File: config.mk
export PLATFORM = sky130hd
export DESIGN_NAME = radix_string_to_integer
export DESIGN_NICKNAME = d
export VERILOG_FILES = /design/src/rtl/rsi_pkg.sv /design/src/rtl/rsi_acc.sv /design/src/rtl/radix_string_to_integer.sv
export SDC_FILE = /design/constraint.sdc
export NUM_CORES = 1
export LEC_CHECK = 0
export BUFFER_PORTS_ARGS = -buffer_cell sky130_fd_sc_hd__clkbuf_2
export CORE_MARGIN = 10
export CORE_UTILIZATION = 35
export CTS_BUF_LIST = sky130_fd_sc_hd__clkbuf_8
export DETAILED_ROUTE_END_ITERATION = 6
export PLACE_DENSITY = 0.58
export SYNTH_ARGS = -nofsm -noshare
export SYNTH_HDL_FRONTEND = slang
export SYNTH_SLANG_ARGS = --single-unit
File: constraint.sdc
create_clock -name clk -period 6.34 [get_ports clk]
set_input_delay 0.317 -clock clk [delete_from_list [all_inputs] [get_ports clk]]
set_output_delay 0.317 -clock clk [all_outputs]
set_load 0.02 [all_outputs]
File: src/rtl/rsi_pkg.sv
// Package for the radix string-to-integer parser.
// Holds radix codes, character constants, the character classifier and
// the structs passed between the parser's modules. No dependencies.
`default_nettype none

package rsi_pkg;

  localparam int unsigned VALUE_BITS = 64;
  localparam int unsigned CHAR_BITS  = 8;
  localparam int unsigned DIGIT_BITS = 4;

  localparam logic [CHAR_BITS-1:0] CHAR_NUL        = 8'h00;
  localparam logic [CHAR_BITS-1:0] CHAR_UNDERSCORE = 8'h5f;
  localparam logic [CHAR_BITS-1:0] CHAR_COMMA      = 8'h2c;
  localparam logic [CHAR_BITS-1:0] CHAR_ZERO       = 8'h30;
  localparam logic [CHAR_BITS-1:0] CHAR_ONE        = 8'h31;
  localparam logic [CHAR_BITS-1:0] CHAR_SEVEN      = 8'h37;
  localparam logic [CHAR_BITS-1:0] CHAR_NINE       = 8'h39;
  localparam logic [CHAR_BITS-1:0] CHAR_LOWER_A    = 8'h61;
  localparam logic [CHAR_BITS-1:0] CHAR_LOWER_F    = 8'h66;
  localparam logic [CHAR_BITS-1:0] CHAR_UPPER_A    = 8'h41;
  localparam logic [CHAR_BITS-1:0] CHAR_UPPER_F    = 8'h46;
  localparam logic [DIGIT_BITS-1:0] DIGIT_TEN      = 4'ha;

  typedef enum logic [1:0] {
    RADIX_HEX = 2'd0,
    RADIX_BIN = 2'd1,
    RADIX_OCT = 2'd2,
    RADIX_DEC = 2'd3
  } radix_t;

  typedef enum logic [1:0] {
    CLS_DIGIT,
    CLS_SKIP,
    CLS_STOP
  } cls_kind_t;

  typedef struct packed {
    cls_kind_t             kind;
    logic [DIGIT_BITS-1:0] digit;
  } cls_t;

  typedef struct packed {
    logic                 valid;
    logic [CHAR_BITS-1:0] chr;
  } step_t;

  typedef struct packed {
    logic [VALUE_BITS-1:0] value;
    logic                  stopped;
  } result_t;

  function automatic cls_t classify(input logic [CHAR_BITS-1:0] c, input radix_t mode);
    cls_t r;
    r.kind  = CLS_STOP;
    r.digit = '0;
    if (c == CHAR_UNDERSCORE) begin
      r.kind = CLS_SKIP;
    end else begin
      unique case (mode)
        RADIX_HEX: begin
          if (c >= CHAR_ZERO && c <= CHAR_NINE) begin
            r.kind  = CLS_DIGIT;
            r.digit = DIGIT_BITS'(c - CHAR_ZERO);
          end else if (c >= CHAR_LOWER_A && c <= CHAR_LOWER_F) begin
            r.kind  = CLS_DIGIT;
            r.digit = DIGIT_TEN + DIGIT_BITS'(c - CHAR_LOWER_A);
          end else if (c >= CHAR_UPPER_A && c <= CHAR_UPPER_F) begin
            r.kind  = CLS_DIGIT;
            r.digit = DIGIT_TEN + DIGIT_BITS'(c - CHAR_UPPER_A);
          end
        end
        RADIX_BIN: begin
          if (c == CHAR_ZERO || c == CHAR_ONE) begin
            r.kind  = CLS_DIGIT;
            r.digit = DIGIT_BITS'(c - CHAR_ZERO);
          end
        end
        RADIX_OCT: begin
          if (c >= CHAR_ZERO && c <= CHAR_SEVEN) begin
            r.kind  = CLS_DIGIT;
            r.digit = DIGIT_BITS'(c - CHAR_ZERO);
          end
        end
        RADIX_DEC: begin
          if (c >= CHAR_ZERO && c <= CHAR_NINE) begin
            r.kind  = CLS_DIGIT;
            r.digit = DIGIT_BITS'(c - CHAR_ZERO);
          end else if (c == CHAR_COMMA) begin
            r.kind = CLS_SKIP;
          end
        end
        default: r.kind = CLS_STOP;
      endcase
    end
    return r;
  endfunction

endpackage

`default_nettype wire

File: src/rtl/rsi_acc.sv
// Accumulator stage of the radix string-to-integer parser.
// Classifies one character per step and updates the value and halt flag.
// Depends on rsi_pkg.
`default_nettype none

module rsi_acc (
  input  wire logic            clk,
  input  wire logic            rst_n,
  input  wire rsi_pkg::step_t  step,
  input  wire rsi_pkg::radix_t mode,
  output rsi_pkg::result_t     res
);
  import rsi_pkg::*;

  logic [VALUE_BITS-1:0] acc_r, acc_nxt;
  logic                  halted_r, halted_nxt;
  logic [VALUE_BITS-1:0] acc_shifted;
  cls_t                  cls;

  always_comb begin
    cls = classify(step.chr, mode);
  end

  always_comb begin
    unique case (mode)
      RADIX_HEX: acc_shifted = {acc_r[VALUE_BITS-5:0], 4'b0};
      RADIX_BIN: acc_shifted = {acc_r[VALUE_BITS-2:0], 1'b0};
      RADIX_OCT: acc_shifted = {acc_r[VALUE_BITS-4:0], 3'b0};
      RADIX_DEC: acc_shifted = {acc_r[VALUE_BITS-4:0], 3'b0} + {acc_r[VALUE_BITS-2:0], 1'b0};
      default:   acc_shifted = acc_r;
    endcase
  end

  always_comb begin
    acc_nxt    = acc_r;
    halted_nxt = halted_r;
    if (step.valid) begin
      if (step.chr == CHAR_NUL) begin
        acc_nxt    = '0;
        halted_nxt = 1'b0;
      end else if (!halted_r) begin
        unique case (cls.kind)
          CLS_DIGIT: acc_nxt = acc_shifted + VALUE_BITS'(cls.digit);
          CLS_STOP:  halted_nxt = 1'b1;
          CLS_SKIP:  acc_nxt = acc_r;
          default:   acc_nxt = acc_r;
        endcase
      end
    end
  end

  always_ff @(posedge clk) begin
    if (!rst_n) begin
      acc_r    <= '0;
      halted_r <= 1'b0;
    end else begin
      acc_r    <= acc_nxt;
      halted_r <= halted_nxt;
    end
  end

  assign res.value   = acc_r;
  assign res.stopped = halted_r;

endmodule

`default_nettype wire

File: src/rtl/radix_string_to_integer.sv
// Top level of the radix string-to-integer parser.
// Input register, radix mode register and result register around rsi_acc.
// Depends on rsi_pkg and rsi_acc.
//
// Usage: send a string one character per item on in_tdata; a NUL character
// ends it. Each NUL produces one item on out_tdata/out_tuser holding the
// accumulated value and a flag set when a non-digit character cut the number.
// Other characters produce no item. The radix is chosen by a write on the
// cfg channel (0 hex, 1 binary, 2 octal, 3 decimal with commas), which is
// always ready and should be written while no string is in progress.
// Throughput is one character per cycle while in_tready is high; the
// accumulator updates once per cycle with a constant shift, or a times-ten
// add, plus the digit. An accepted NUL passes through the input register and
// then loads the result register with the accumulator's value, which raises
// out_tvalid. When the receiver stalls, the result register holds its item
// and characters keep flowing until a second NUL reaches the input register,
// which then waits and drops in_tready. Reset clears the accumulator, the
// halt flag, the radix mode (to hex) and all valid flags.
`default_nettype none

module radix_string_to_integer (
  input  wire logic        clk,
  input  wire logic        rst_n,
  input  wire logic        in_tvalid,
  output logic             in_tready,
  input  wire logic [7:0]  in_tdata,   // [7:0] character
  output logic             out_tvalid,
  input  wire logic        out_tready,
  output logic [63:0]      out_tdata,  // [63:0] value
  output logic             out_tuser,  // [0] stopped_early
  input  wire logic        cfg_tvalid,
  output logic             cfg_tready,
  input  wire logic [7:0]  cfg_tdata   // [1:0] radix_mode
);
  import rsi_pkg::*;

  logic                  s1_valid_r, s1_valid_nxt;
  logic [CHAR_BITS-1:0]  s1_char_r;
  logic                  s1_adv;
  logic                  s1_fire;
  radix_t                mode_r;
  step_t                 step;
  result_t               res;
  logic                  out_valid_r, out_valid_nxt;
  result_t               out_data_r;

  assign s1_adv    = (s1_char_r != CHAR_NUL) || !out_valid_r || out_tready;
  assign s1_fire   = s1_valid_r && s1_adv;
  assign in_tready = !s1_valid_r || s1_adv;

  always_comb begin
    s1_valid_nxt = s1_valid_r;
    if (in_tready) begin
      s1_valid_nxt = in_tvalid;
    end
  end

  always_ff @(posedge clk) begin
    if (!rst_n) begin
      s1_valid_r <= 1'b0;
    end else begin
      s1_valid_r <= s1_valid_nxt;
    end
  end

  always_ff @(posedge clk) begin
    if (in_tvalid && in_tready) begin
      s1_char_r <= in_tdata;
    end
  end

  assign cfg_tready = 1'b1;

  always_ff @(posedge clk) begin
    if (!rst_n) begin
      mode_r <= RADIX_HEX;
    end else if (cfg_tvalid && cfg_tready) begin
      mode_r <= radix_t'(cfg_tdata[1:0]);
    end
  end

  assign step.valid = s1_fire;
  assign step.chr   = s1_char_r;

  rsi_acc u_acc (
    .clk   (clk),
    .rst_n (rst_n),
    .step  (step),
    .mode  (mode_r),
    .res   (res)
  );

  always_comb begin
    out_valid_nxt = out_valid_r;
    if (s1_fire && s1_char_r == CHAR_NUL) begin
      out_valid_nxt = 1'b1;
    end else if (out_tready) begin
      out_valid_nxt = 1'b0;
    end
  end

  always_ff @(posedge clk) begin
    if (!rst_n) begin
      out_valid_r <= 1'b0;
    end else begin
      out_valid_r <= out_valid_nxt;
    end
  end

  always_ff @(posedge clk) begin
    if (s1_fire && s1_char_r == CHAR_NUL) begin
      out_data_r <= res;
    end
  end

  assign out_tvalid = out_valid_r;
  assign out_tdata  = out_data_r.value;
  assign out_tuser  = out_data_r.stopped;

endmodule

`default_nettype wire

==> flow_summary.ini, run 1 <==
[drt]
postRouteWirelength_um = 44100
drc = 0
dr.pass1.iters = 5
drtIter0Drc = 960
via_per_inst = 5.98
detail-route-antenna-nets = 0
wl_per_cell_um = 21.0
via_count = 12500

[pwr]
internal_power_mw = 1.38
swShare_pct = 26.5
pwr-share-clk_pct = 39.5
vdd_drop_max_v = 0.000196
power_frac_comb_pct = 8.5
p_leak_nw = 5.12
powerDensity_nw_per_um2 = 137
seqPwrFrac_pct = 52.0
p_sw_uw = 500

[sta]
clock.fmax_mhz = 168
finalSetupViolCount = 0
fin_crit_sh_pct = 93.8
setup_tns_ns = 0
rsz0062_at_grt = false
skew_ns = 0.0255
worst_slew_pin_slew_ns = 1.04
maxSlewViolCount = 0
hold_ws_ns = 0.0422
maxSlewHeadroom_pct = 30.1
post-route-min-period_ns = 5.95
hold_viol = 0

[layout]
post-route-util_pct = 39.1
n_antenna_cell = 0
syn_to_final_growth_pct = 10.7
drive_above_1_share_pct = 11.4
layout_commonest_cell = nand2_1
nNetsFinal = 1714
fillerInstances = 3629
mostFrequentLayoutCells = nand2_1 (189), a21oi_1 (158), nor2_1 (124), o21ai_0 (104), clkbuf_2 (81)

[floorplan]
core_area_um2 = 35300
die_area_um2 = 43500
start_util_pct = 35.3
rows = 69
die_x_um = 209
die_y_um = 209
ios = 89

[clocking]
ctsHtreeMaxLevel = 4
cts_tree = built
cts_root_buf = clkbuf_8
cts.sinks = 142
postCtsSetupBuffers = 0
clkTransAtPathRegs_ns = 0.09
clock_latency_ns = 0.51
cts_resized = 0
ctsHoldBuffers = 9
clk_path_buf_depth = 2
cts_buffers = 17

[synthesis]
synth-edff-count = 73
synth_compound_area_share_pct = 25.6
yosys.cell_types.count = 90
ys_ff_latch = 142
async_flop_share_pct = 0
synth_top_family_by_area = compound AO/OA/AOI/OAI gates
yosys.area_share.simple_pct = 24.4
seq_area_frac_synth_pct = 28.7
syn_nets = 1665
synthFlopType = edfxtp_1
ys_warn_count = 0
synth.area.top_cells = edfxtp_1 (18%), dfxtp_1 (11%), ha_1 (6.6%)
synth_xor_area_share_pct = 5.48
syn_inst = 1576
synth_top_cell_by_area = edfxtp_1
syn_area_um2 = 12500
synth_top_area_share_pct = 17.6
synth.mux.area_fraction_pct = 5.00
yosys.area_share.adder_pct = 6.95
syn_avg_cell_area_um2 = 7.91

[placement]
dp_hpwl_um = 32700
gp_congestion = 0.947
numPortBuffers = 81

[setup_path]
rr_startpoint = s1_char_r[0]$_DFFE_PP_
crit_chain = inv_1 > ha_1 > or3b_2 > nand4_1 > a31o_2 > a21oi_1 > a31oi_1 > a31oi_1 > fa_1 > a21o_1 > nand2_1 > nor2b_1 > o31a_1 > nand4bb_1 > or4b_1 > or4_1 > nand2b_1 > nor4_1 > buf_4 > nand4_1 > o311a_1 > a211o_1
path_max_fanout = 6
critPathCaptureType = flip-flop
crit_arrival_ns = 6.34
start_kind = flip-flop
worstSetupPathType = reg2reg
reg2reg_slack_ns = 0.39
crit_buf_inv = 2
cp_top_family = simple AND/OR/NAND/NOR gates
cpMaxStageDelayCell = or4_1
r2r-end = u_acc.acc_r[63]$_SDFFE_PN0P_
critPathMaxStageDelay_ns = 0.69
critical_path_required_ns = 6.73
reg2reg_depth = 22

[min_path]
worstHoldPathType = in2reg
min_path_cells = 3
min-delay-start = cfg_tdata[0]
whs_endpoint = mode_r[0]$_SDFFE_PN0P_

[global_route]
antenna_found_initial = 0
grt_max_degree = 55
overflow = 0
grt_first_pass_wirelength_um = 68500
track_usage_pct = 19.5
grt_pass1_vias = 12000

[job]
max-cap-violations = 0

[outcome]
status = finished, final reports clean
power groups by stage:
stage / combinational, mW / clock (mW) / sequential, mW
after floorplan: 0.110 / 0 / 0.993
after global placement: 0.154 / 0 / 1.00
after detailed placement: 0.155 / 0 / 1.00
after CTS: 0.160 / 0.765 / 0.980
after global routing: 0.174 / 0.800 / 0.982
final: 0.160 / 0.744 / 0.980
cell usage after synthesis, types with 10 or more instances:
library cell,instances
nand2_1,189
a21oi_1,158
nor2_1,124
o21ai_0,104
edfxtp_1,73
dfxtp_1,69
nand3_1,67
ha_1,66
clkbuf_1,64
nor3_1,54
mux2i_1,42
nand4_1,42
xnor2_1,40
xor2_1,38
a211oi_1,28
a21o_1,26
inv_1,25
nor4_1,22
a31oi_1,21
nor2b_1,21
buf_2,20
o21a_1,17
a221oi_1,15
and3_1,15
and2_1,13
o31ai_1,13
or3_1,13
nand2b_1,11
o22ai_1,11
mux2_2,10
o21bai_1,10
area by class of cell:
class,instances,area [µm²],share of cell area [%]
clock buffers,19,262,1.90
clock inverters,13,126,0.916
inverters,26,98.8,0.716
multi-input cells,1316,8420,61.0
flip-flops and latches,142,3580,25.9
well taps,461,577,4.18
repair buffers,122,736,5.33
state kept, by name (all words and copies together) (netlist names):
name            cells
mode_r              2
out_tdata          64
out_tuser           1
out_tvalid          1
s1_char_r           8
s1_valid_r          1
u_acc.acc_r        64
u_acc.halted_r      1
layer usage:
metal  global-route usage [%]  wire length, µm  vias to the layer above
met2                     31.6            20600                      329
met1                     25.6            20300                     6101
met4                     6.45              984                        0
li1                         -                -                     6061
met5                        0                0                        -
met3                     3.37             2230                       52
cells by family (layout without fill, tap and decap cells):
group	count (synthesis)	in the layout
XOR/XNOR	78	78
AND/OR/NAND/NOR	617	617
other	1	1
adder cells (fa/ha/maj)	68	68
multiplexers	56	56
flip-flops	142	142
AO/OA/AOI/OAI	496	496
buffers and inverters	118	180
tightest hold or removal path: cells and delay by family:
| family | cells | cell delay (ns) |
|---|---|---|
| buf+inv | 1 | 0.08 |
| simple gates | 1 | 0.07 |
| mux | 1 | 0.06 |
metrics by stage:
stage               area [µm²]  power (mW)  setup slack (ns)  instances
floorplan                12500        1.10             0.688       1576
global placement         13300        1.15             0.688       2058
detailed placement       13300        1.16             0.500       2058
CTS                      13800        1.90             0.475       2099
global route             13800        1.96            0.0938       2099
finish                   13800        1.88             0.393       2099
worst max-delay path by stage:
stage | slack [ns] | start | cells past startpoint | endpoint
6_report | 0.39 | s1_char_r[0]$_DFFE_PP_ | 22 | u_acc.acc_r[63]$_SDFFE_PN0P_
5_1_grt | 0.09 | s1_char_r[0]$_DFFE_PP_ | 22 | u_acc.acc_r[63]$_SDFFE_PN0P_
4_1_cts | 0.48 | s1_char_r[0]$_DFFE_PP_ | 22 | u_acc.acc_r[63]$_SDFFE_PN0P_
3_5_place_dp | 0.50 | s1_char_r[0]$_DFFE_PP_ | 22 | u_acc.acc_r[63]$_SDFFE_PN0P_
3_3_place_gp | 0.69 | s1_char_r[0]$_DFFE_PP_ | 21 | u_acc.acc_r[35]$_SDFFE_PN0P_
2_1_floorplan | 0.69 | mode_r[0]$_SDFFE_PN0P_ | 23 | u_acc.acc_r[35]$_SDFFE_PN0P_
No activity file was read; power rests on OpenSTA's default activity.
==> inputs of run 2 (changes only) <==
--- a/config.mk
+++ b/config.mk
@@ -5,12 +5,12 @@
 export SDC_FILE = /design/constraint.sdc
 export NUM_CORES = 1
 export LEC_CHECK = 0
-export BUFFER_PORTS_ARGS = -buffer_cell sky130_fd_sc_hd__clkbuf_2
 export CORE_MARGIN = 10
 export CORE_UTILIZATION = 35
-export CTS_BUF_LIST = sky130_fd_sc_hd__clkbuf_8
 export DETAILED_ROUTE_END_ITERATION = 6
-export PLACE_DENSITY = 0.58
+export DONT_BUFFER_PORTS = 1
+export PLACE_DENSITY = 0.56
 export SYNTH_ARGS = -nofsm -noshare
 export SYNTH_HDL_FRONTEND = slang
+export SYNTH_HIERARCHICAL = 1
 export SYNTH_SLANG_ARGS = --single-unit
==> flow_summary.ini, run 2 <==
[synthesis]
syn_avg_cell_area_um2 = 8.13
ys_ff_latch = 142
synthMostInstantiatedCell = nand2_1
synthFlopType = edfxtp_1
ys_warn_count = 6
synth.area.top_cells = edfxtp_1 (17%), dfxtp_1 (11%), ha_1 (6.6%)
syn_area_um2 = 12700
yosys.cell_types.count = 95
async_flop_share_pct = 0
synth_top_cell_by_area = edfxtp_1
syn_nets = 1648
syn_inst = 1558
synth-edff-count = 73
seq_area_frac_synth_pct = 28.2
synth_top_area_share_pct = 17.3
synthTopCellsByCount = nand2_1 (164), a21oi_1 (128), nor2_1 (124)

[sta]
fin_crit_sh_pct = 92.8
maxSlewHeadroom_pct = 28.2
clock.fmax_mhz = 170
worst_slew_pin_slew_ns = 1.08
setup_tns_ns = 0
finalWorstSetupSlack_ns = 0.459
hold_viol = 0
post-route-min-period_ns = 5.88
finalSetupViolCount = 0
maxSlewViolCount = 0
rsz0062_at_grt = false
skew_ns = 0.0114

[pwr]
pwr-share-clk_pct = 47.8
total_power_mw = 2.17
powerDensity_nw_per_um2 = 158
p_leak_nw = 4.68
seqPwrFrac_pct = 45.1
internal_power_mw = 1.60
swShare_pct = 26.1
power_frac_comb_pct = 7.1
p_sw_uw = 567
vdd_drop_max_v = 0.000199

[setup_path]
cpMaxStageDelayCell = or4b_1
path_max_fanout = 8
critical_path_required_ns = 6.67
start_kind = flip-flop
critPathCaptureType = flip-flop
crit_chain = inv_1 > ha_1 > inv_1 > o311ai_0 > a31oi_1 > o21ai_1 > nor2_1 > o21ai_0 > o21ai_0 > ha_1 > a21o_1 > a21o_1 > nand3_1 > nor3_1 > nand3_1 > or2_2 > or4b_1 > or4_1 > nor4_2 > and3_1 > o31ai_1
crit_buf_inv = 2
crit_arrival_ns = 6.21
rr_startpoint = s1_char_r[0]$_DFFE_PP_
worstSetupPathType = reg2reg
cp_top_family = simple AND/OR/NAND/NOR gates
reg2reg_slack_ns = 0.46
reg2reg_depth = 21
critPathMaxStageDelay_ns = 0.71
r2r-end = u_acc/acc_r[58]$_SDFFE_PN0P_

[min_path]
worstHoldPathType = in2reg
min_path_cells = 1
min-delay-start = rst_n
whs_endpoint = u_acc/acc_r[14]$_SDFFE_PN0P_

[placement]
pre_cts_ws_ns = 0.419
dp_hpwl_um = 33300
numPortBuffers = 0
gp_congestion = 0.975
placed_area_um2 = 13100
dp.cells = 1954

[outcome]
status = finished, final reports clean

[clocking]
ctsHtreeMaxLevel = 4
cts_root_buf = clkbuf_16
clk_path_buf_depth = 2
cts_tree = built
cts_buffers = 17
clock_latency_ns = 0.46
postCtsSetupBuffers = 0
cts.sinks = 142
clkTransAtPathRegs_ns = 0.07

[floorplan]
rows = 69
ios = 89
die_y_um = 210
die_area_um2 = 44200
die_x_um = 210
core_area_um2 = 35700
start_util_pct = 35.5

[job]
max-cap-violations = 0

[layout]
layout_commonest_cell = nand2_1
final_cells = 1997
nNetsFinal = 1613
syn_to_final_growth_pct = 8.72
n_antenna_cell = 0
mostFrequentLayoutCells = nand2_1 (164), a21oi_1 (127), nor2_1 (124), o21ai_0 (107), edfxtp_1 (73)
drive_above_1_share_pct = 6.90
layout.cell_area.non_filler_um2 = 13800

[global_route]
grt_max_degree = 66
antenna_found_initial = 2
grt_first_pass_wirelength_um = 70200
overflow = 0
grt_pass1_vias = 11700
track_usage_pct = 20.2

[drt]
drtIter0Drc = 1267
via_per_inst = 6.20
dr.pass1.iters = 5
wl_per_cell_um = 23.1
detail-route-antenna-nets = 0
postRouteWirelength_um = 46100
via_count = 12400
drc = 0
run 2: worst reg2reg max path: cells and delay by family, from the launching register on:
kind,cells,cell delay [ns]
compound gates,8,1.45
fa+ha+maj,2,0.54
buf+inv,2,0.22
flops,1,0.53
simple gates,9,3.01
run 2: stage by stage:
stage | hold slack (ns) | util, %
floorplan | 0.409 | -
detailed placement | 0.416 | 36.6
global route | 0.00466 | 38.6
finish | 0.0153 | 38.6
CTS | 0.000701 | 38.6
global placement | 0.416 | 36.6
run 2: power groups by stage:
stage | Sequential, mW | Clock (mW) | Combinational [mW]
after floorplan | 0.994 | 0 | 0.106
after global placement | 1.00 | 0 | 0.138
after detailed placement | 1.00 | 0 | 0.139
after CTS | 0.980 | 1.06 | 0.152
after global routing | 0.981 | 1.10 | 0.166
final | 0.980 | 1.04 | 0.154
run 2: cell type report:
type	instances	area, µm²
Fill cell	3607	21900
Multi-Input combinational cell	1301	8650
Sequential cell	142	3580
Tap cell	461	577
Clock buffer	17	425
Timing Repair Buffer	31	270
Clock inverter	15	160
Inverter	30	113
run 2: timing repair:
action	in CTS	in global routing
hold buffers	11	0
resized for setup	0	1
setup endpoints to repair	0	1
endpoints found under the hold margin	40	0
run 2: cell families after synthesis:
kind of cell             count (synthesis)  synth area share [%]
flip-flops                             142                  28.2
adder cells (fa/ha/maj)                 69                  6.94
AO/OA/AOI/OAI                          478                  24.6
AND/OR/NAND/NOR                        606                  24.9
buffers and inverters                  115                  3.69
multiplexers                            66                  6.04
XOR/XNOR                                81                  5.60
other                                    1                0.0296
run 2: worst max-delay path by stage:
stage / from / end / slack, ns / cells past startpoint
2_1_floorplan: mode_r[0]$_SDFFE_PN0P_ / u_acc/acc_r[58]$_SDFFE_PN0P_ / 0.93 / 24
3_3_place_gp: s1_char_r[0]$_DFFE_PP_ / u_acc/acc_r[58]$_SDFFE_PN0P_ / 0.63 / 21
3_5_place_dp: s1_char_r[0]$_DFFE_PP_ / u_acc/acc_r[58]$_SDFFE_PN0P_ / 0.42 / 21
4_1_cts: s1_char_r[0]$_DFFE_PP_ / u_acc/acc_r[58]$_SDFFE_PN0P_ / 0.37 / 21
5_1_grt: s1_char_r[0]$_DFFE_PP_ / u_acc/acc_r[58]$_SDFFE_PN0P_ / 0.12 / 21
6_report: s1_char_r[0]$_DFFE_PP_ / u_acc/acc_r[58]$_SDFFE_PN0P_ / 0.46 / 21
run 2: routing by layer:
layer	GRT usage (%)	share of wire [%]	vias to the layer above
met5	0	0	-
met1	27.3	46	6005
met3	4.04	6.9	68
met4	8.12	3.1	0
li1	-	-	5861
met2	31.0	44	457
==> inputs of run 3 (changes only) <==
--- a/config.mk
+++ b/config.mk
@@ -9,7 +9,7 @@
 export CORE_UTILIZATION = 35
 export DETAILED_ROUTE_END_ITERATION = 6
 export DONT_BUFFER_PORTS = 1
-export PLACE_DENSITY = 0.56
+export PLACE_DENSITY = 0.58
 export SYNTH_ARGS = -nofsm -noshare
 export SYNTH_HDL_FRONTEND = slang
 export SYNTH_HIERARCHICAL = 1
==> flow_summary.ini, run 3 (synthesis gave the netlist of run 2 again) <==
[sta]
fin_crit_sh_pct = 91.8
maxSlewHeadroom_pct = 27.2
worst_slew_pin_slew_ns = 1.09
hold_viol = 0
post-route-min-period_ns = 5.82
finalWorstSetupSlack_ns = 0.517
clock.fmax_mhz = 172
skew_ns = 0.0156
finalSetupViolCount = 0
maxSlewViolCount = 0
setup_tns_ns = 0
rsz0062_at_grt = false

[global_route]
overflow = 0
antenna_found_initial = 2
grt_pass1_vias = 11600
grt_first_pass_wirelength_um = 70000
grt_max_degree = 66
track_usage_pct = 20.2

[clocking]
cts_tree = built
ctsHtreeMaxLevel = 4
clkTransAtPathRegs_ns = 0.07
clock_latency_ns = 0.46
clk_path_buf_depth = 2
postCtsSetupBuffers = 0
cts_root_buf = clkbuf_16
cts.sinks = 142
cts_buffers = 17

[layout]
fillerInstances = 3588
drive_above_1_share_pct = 7.45
nNetsFinal = 1621
mostFrequentLayoutCells = nand2_1 (164), a21oi_1 (127), nor2_1 (124), o21ai_0 (107), edfxtp_1 (73)
post-route-util_pct = 39.0
final_cells = 2007
regArea_um2 = 3580
layout_commonest_cell = nand2_1
multi_input_area_um2 = 8650
syn_to_final_growth_pct = 9.70

[setup_path]
crit_chain = inv_1 > ha_1 > inv_1 > o311ai_0 > a31oi_1 > o21ai_1 > nor2_1 > o21ai_0 > o21ai_0 > ha_1 > a21o_1 > a21o_1 > nand3_1 > nor3_1 > nand3_1 > or2_2 > or4b_1 > or4_1 > nor4_2 > and3_1 > o31ai_1
cp_top_family = simple AND/OR/NAND/NOR gates
path_max_fanout = 8
worstSetupPathType = reg2reg
critPathMaxStageDelay_ns = 0.68
critical_path_required_ns = 6.66
cpMaxStageDelayCell = or4b_1
crit_arrival_ns = 6.15
reg2reg_slack_ns = 0.52
critPathCaptureType = flip-flop
startpoint = s1_char_r[0]$_DFFE_PP_
rr_startpoint = s1_char_r[0]$_DFFE_PP_
start_kind = flip-flop
crit_buf_inv = 2

[placement]
gp_congestion = 0.941
numPortBuffers = 0
dp_hpwl_um = 33300
pre_cts_ws_ns = 0.439
dp.cells = 1962

[pwr]
powerDensity_nw_per_um2 = 163
internal_power_mw = 1.70
total_power_mw = 2.27
power_frac_comb_pct = 6.9
p_sw_uw = 571
seqPwrFrac_pct = 43.2
pwr-share-clk_pct = 49.9
vdd_drop_max_v = 0.000191
swShare_pct = 25.2
p_leak_nw = 4.76

[drt]
wl_per_cell_um = 22.8
detail-route-antenna-nets = 0
drc = 0
dr.pass1.iters = 5
via_per_inst = 6.14
drtIter0Drc = 1275
postRouteWirelength_um = 45700
via_count = 12300

[job]
max-cap-violations = 0

[floorplan]
die_area_um2 = 44200
start_util_pct = 35.5
core_area_um2 = 35700
rows = 69
die_x_um = 210
ios = 89
die_y_um = 210

[min_path]
min-delay-start = rst_n
worstHoldPathType = in2reg

[outcome]
status = finished, final reports clean
==> run 3: metal layers <==
metal / part of all wire (%) / vias to the layer above / routed length [µm] / track usage (%)
met5: 0 / - / 0 / 0
met4: 2.3 / 0 / 1030 / 6.30
met3: 7.4 / 58 / 3380 / 4.81
met2: 44 / 433 / 20200 / 31.2
met1: 46 / 5956 / 21100 / 27.3
li1: - / 5880 / - / -
==> run 3: through the flow <==
| step | hold slack (ns) | instance area [µm²] |
|---|---|---|
| 2_1_floorplan | 0.409 | 12700 |
| 3_3_place_gp | 0.416 | 13100 |
| 3_5_place_dp | 0.416 | 13100 |
| 4_1_cts | 0.00111 | 13900 |
| 5_1_grt | 0.00908 | 13900 |
| 6_report | 0.0210 | 13900 |
==> run 3: timing repair <==
| item | in CTS | in global routing |
|---|---|---|
| setup endpoints to repair | 0 | 3 |
| hold buffers | 11 | 0 |
| resized for setup | 0 | 1 |
| hold endpoints to repair | 39 | 0 |
==> run 3: final timing paths <==
path,cells after the start,end
max,21,u_acc/acc_r[58]$_SDFFE_PN0P_
min,1,u_acc/acc_r[17]$_SDFFE_PN0P_
max reg2reg,21,u_acc/acc_r[58]$_SDFFE_PN0P_
min reg2reg,0,out_tdata[63]$_DFFE_PP_
==> run 3: power by group through the flow <==
| stage | sequential, mW | clock [mW] | combinational [mW] |
|---|---|---|---|
| 6_report | 0.979 | 1.13 | 0.156 |
| 5_1_grt | 0.980 | 1.20 | 0.168 |
| 4_1_cts | 0.979 | 1.16 | 0.154 |
| 3_5_place_dp | 0.999 | 0 | 0.141 |
| 3_3_place_gp | 0.999 | 0 | 0.139 |
| 2_1_floorplan | 0.994 | 0 | 0.106 |
==> run 3: final cells by class <==
type | count | share of cell area, %
Multi-Input combinational cell | 1301 | 62.2
Inverter | 30 | 0.811
Antenna cell | 2 | 0.0360
Clock buffer | 18 | 3.16
Clock inverter | 14 | 1.48
Sequential cell | 142 | 25.8
Timing Repair Buffer | 39 | 2.38
Tap cell | 461 | 4.15
